==> config.mk <==
export PLATFORM = sky130hd
export DESIGN_NAME = gpc_ctrl
export DESIGN_NICKNAME = d
export VERILOG_FILES = /design/src/rtl/core/gpc_pkg.sv /design/src/rtl/core/gpc_ctrl.sv
export SDC_FILE = /design/constraint.sdc
export NUM_CORES = 1
export LEC_CHECK = 0
export BUFFER_PORTS_ARGS = -buffer_cell sky130_fd_sc_hd__buf_2
export CAP_MARGIN = 10
export CORE_AREA = 2 2 39 41
export CTS_BUF_LIST = sky130_fd_sc_hd__clkbuf_4 sky130_fd_sc_hd__clkbuf_8 sky130_fd_sc_hd__clkbuf_16
export DETAILED_ROUTE_END_ITERATION = 10
export DIE_AREA = 0 0 41 43
export PLACE_DENSITY = 0.37
export SYNTH_ARGS = -nofsm -noshare
export SYNTH_HDL_FRONTEND = slang
export SYNTH_SLANG_ARGS = --single-unit
==> constraint.sdc <==
create_clock -name clk -period 1.12 [get_ports clk]
set_input_delay 0.336 -clock clk [delete_from_list [all_inputs] [get_ports clk]]
set_output_delay 0.336 -clock clk [all_outputs]
set_load 0.1 [all_outputs]
==> src/rtl/core/gpc_pkg.sv <==
// Shared constants, beat types and control structs for the grid path counter.
package gpc_pkg;

	localparam int MAX_DIM     = 128;
	localparam int COUNT_WIDTH = 32;
	localparam int IN_W        = 8;
	localparam int OUT_W       = 32;
	localparam int DIM_W       = $clog2(MAX_DIM + 1);
	localparam int IDX_W       = $clog2(MAX_DIM);

	typedef struct packed {
		logic [IN_W-1:0] rows;
		logic [IN_W-1:0] cols;
	} in_t;

	typedef struct packed {
		logic [OUT_W-1:0] path_count;
		logic             overflow;
	} out_t;

	typedef enum logic [2:0] {
		ST_IDLE,
		ST_LOAD,
		ST_RUN,
		ST_DRAIN,
		ST_DONE
	} state_t;

	// Controller to datapath.
	typedef struct packed {
		logic load;
		logic issue;
	} cmd_t;

	// Datapath to controller.
	typedef struct packed {
		logic trivial;
		logic last_issue;
	} status_t;

endpackage

==> src/rtl/core/gpc_ctrl.sv <==
// Sequencer for the grid path counter: load, sweep the cells, drain, report.
module gpc_ctrl import gpc_pkg::*; (
	input  logic    clk,
	input  logic    arst_n,
	input  logic    start,
	input  status_t status,
	output cmd_t    cmd,
	output logic    busy,
	output logic    done
);

	state_t state_q;
	state_t state_d;

	// Hold the state register.
	always_ff @(posedge clk or negedge arst_n) begin
		if (!arst_n) begin
			state_q <= ST_IDLE;
		end else begin
			state_q <= state_d;
		end
	end

	// Decide next state and drive commands.
	always_comb begin
		state_d   = state_q;
		cmd.load  = 1'b0;
		cmd.issue = 1'b0;
		busy      = 1'b1;
		done      = 1'b0;
		unique case (state_q)
			ST_IDLE: begin
				busy = 1'b0;
				if (start) begin
					cmd.load = 1'b1;
					state_d  = ST_LOAD;
				end
			end
			ST_LOAD: begin
				state_d = status.trivial ? ST_DONE : ST_RUN;
			end
			ST_RUN: begin
				cmd.issue = 1'b1;
				if (status.last_issue) begin
					state_d = ST_DRAIN;
				end
			end
			ST_DRAIN: begin
				state_d = ST_DONE;
			end
			ST_DONE: begin
				done    = 1'b1;
				state_d = ST_IDLE;
			end
			default: begin
				state_d = ST_IDLE;
			end
		endcase
	end

endmodule

# Word level (Yosys, flattened, before mapping)
# Cells that the tools add are included.
op_classes:
  n_eq_ne: 6
  mux: 9
  reduce_logical: 2
ops:
  columns: ["cell", "n"]
  rows:
  - ["one-hot mux 3 bit (4 select lines)", 1]
  - ["two-way mux 3 bit", 3]
  - ["== test 3 x 2 -> 1 bit, second input constant", 2]
  - ["two-way mux 1 bit", 5]
  - ["!= test 2 bit, second input constant", 2]
  - ["== test 3 x 1 -> 1 bit, second input constant", 1]
  - ["== test 3 bit, second input constant", 1]
  - ["zero test 3 bit", 1]
  - ["AND reduction 2 bit", 1]
totals:
  ff_bits: 3
  inputBits: 5
  output_inout_bits: 4
  wordCells: 18

# Depth between registers and ports, before layout
logic_depth:
  depth_word: 3
  depth_mapped: 2
  depth_no_buf: 2

# Least setup slack after synthesis
# OpenSTA, ideal clock, no wires.
synth_timing:
  path_type: "register to output"
  from: "register state_q[0]"
  to: "output port done"
  arrival_ns: 2.499
  t_required_ns: 0.784
  setup_slack_ns: -1.715
  stages_incl_launch_ff: 2
  n_path_buf: 0
  path_cell_list: "dfrtp_1 nor3_1"
synth_between:
  elab_chain_cells: 2
synth_rtl:
  columns: ["item", "line", "text"]
  rows:
  - ["from (decl)", "gpc_ctrl.sv:12", "state_t state_q;"]
  - ["from (signal assigned)", "gpc_ctrl.sv:20", "state_q <= state_d;"]
  - ["== test 3 bit", "gpc_ctrl.sv:31", "unique case (state_q)"]
  - ["two-way mux 1 bit", "gpc_ctrl.sv:31", null]
  - ["to (decl)", "gpc_ctrl.sv:9", "output logic done"]
# No other way between the ends.

==> flow_summary.ini <==
[outcome]
status = finished with violations
violations = setup timing

[floorplanning]
initial_utilization = 0.110
core_um2 = 1380
dieArea_um2 = 1760
die_w_um = 41
placementRows = 14
die_y_um = 43
io_pins = 9

[global_route]
overflow = 0
grt_pass1_vias = 159
grt_max_degree = 6
antenna_found_initial = 0
track_usage = 0.0543
grt_pass1_wl_um = 586

[logic_synthesis]
syn_avg_cell_area_um2 = 10.9
ys_ff_latch = 3
yosysUniqueCellTypes = 10
syn_area_um2 = 153
synth_cells = 14
ys_seq_area_frac = 0.492
netlist_top_cells_area = dfrtp_1, nor3b_2, or3_4
yosys_warnings = 0
synth_area_leader_cell = dfrtp_1
syn-num-nets = 19
synth_top_cell_area_share = 0.492

[clocking]
clock_path_buffers = 2
cts_tree = done
cts_buffers = 3
cts_setup_buffers = 0
root_buffer = clkbuf_4
path_clk_slew_ns = 0.04
clk_latency_ns = 0.23
clock_sinks = 3
htreeDepth = 1

[final_layout]
fillCellCount = 141
final_area_um2 = 359
area_delta_synth_final_pct = 135
most-common-layout-cells = clkbuf_4, buf_2, buf_4
regMostFlops = state_q
largest_reg_flops = 3
reg.largest.list = state_q x3
drive_gt1_frac = 0.710
nNetsFinal = 37
antenna-diode-count = 0

[critical_path]
critical_path_required_ns = 0.78
worstPathArrival_ns = 1.29
path_max_fanout = 2
start_kind = flop
critPathKind = reg -> out
setup.worst_path.end_class = output pin

[sta]
fmax_mhz = 615
whs_ns = 0.425
grt_setup_unrepaired = true
worst_slew_pin_slew_ns = 0.280
fin_crit_ns = 1.63
drv_slew = 0
fin_skew_ns = 0.000683
worst_slew_margin_rel = 0.815
setup_viol = 4
hold_viol_final = 0
layout_setup_ws_ns = -0.506
fin_crit_sh = 1.45

[detailed_routing]
wl_um = 361
drt_first_pass_iters = 2
num_vias = 155
drt-initial-drc-count = 4
drc = 0
detail_route.vias_per_cell = 3.30
wl_per_cell_um = 7.68
drtAntennaViolNets = 0

[placement]
portBuffers = 8
gp_congestion = 0.569
place_area_um2 = 313

[run]
drv_cap = 0

[worst_hold_path]
holdCritPathClass = in -> reg
[metrics by stage]
| stage | worst slack (ns) | instances | TNS (ns) | utilization |
|---|---|---|---|---|
| 6_report | -0.506 | 47 | -1.79 | 0.259 |
| 5_1_grt | -0.548 | 47 | -1.94 | 0.259 |
| 4_1_cts | -0.525 | 47 | -1.87 | 0.259 |
| 3_5_place_dp | -0.290 | 42 | -0.958 | 0.226 |
| 3_3_place_gp | -0.282 | 42 | -0.922 | 0.226 |
| 2_1_floorplan | -0.741 | 14 | -2.39 | - |
[kinds of logic (layout without fill, tap and decap cells)]
group / Yosys count / in the layout / synth area share
simple gates: 7 / 7 / 0.336
mux: 1 / 1 / 0.0656
compound gates: 1 / 1 / 0.0574
buf+inv: 2 / 19 / 0.0492
flops: 3 / 3 / 0.492
[path summary, 6_finish.rpt]
path	startpoint	to	slack, ns	depth (start not counted)
min reg2reg	state_q[2]	state_q[2]	0.56	2
max	state_q[0]	cmd[1]	-0.51	3
max reg2reg	state_q[1]	state_q[1]	0.13	3
min in group asynchronous	arst_n	state_q[1]	0.43	2
min	status[1]	state_q[2]	0.42	3
max in group asynchronous	arst_n	state_q[0]	0.58	2
[area by class of cell]
class | count | area (µm²) | area share
Timing Repair Buffer | 13 | 131 | 0.366
Multi-Input combinational cell | 9 | 92.6 | 0.258
Sequential cell | 3 | 77.6 | 0.216
Clock buffer | 4 | 30.0 | 0.0836
Tap cell | 16 | 20.0 | 0.0557
Inverter | 2 | 7.51 | 0.0209
[critical path: stages (launching register included)]
cell and delay [ns]:
dfrtp_2 0.39, or3_4 0.38, nor2_4 0.11, buf_12 0.18
[cell usage after synthesis]
master   count
a31o_1       1
dfrtp_1      3
inv_1        2
mux2i_1      1
nor2_1       1
nor2_2       1
nor3_1       2
nor3b_1      1
nor3b_2      1
or3_4        1
[layer usage]
layer | track usage | vias to the layer above | part of all wire
met5 | 0 | - | 0
met4 | 0.0600 | 0 | 0
met3 | 0.0314 | 0 | 0.11
met2 | 0.0688 | 8 | 0.45
met1 | 0.0550 | 65 | 0.43
li1 | - | 82 | -
[repair_timing]
item / in CTS / in global routing
hold endpoints to repair: 3 / 0
gates resized for setup: 2 / 0
pin swaps: 4 / 0
endpoints found under the setup margin: 4 / 4
gates cloned: 0 / 0
hold buffers: 1 / 0
Power is left out: the tool's default activity adds up to more than one toggle a clock period on the data nets, which glitch-free logic cannot reach.
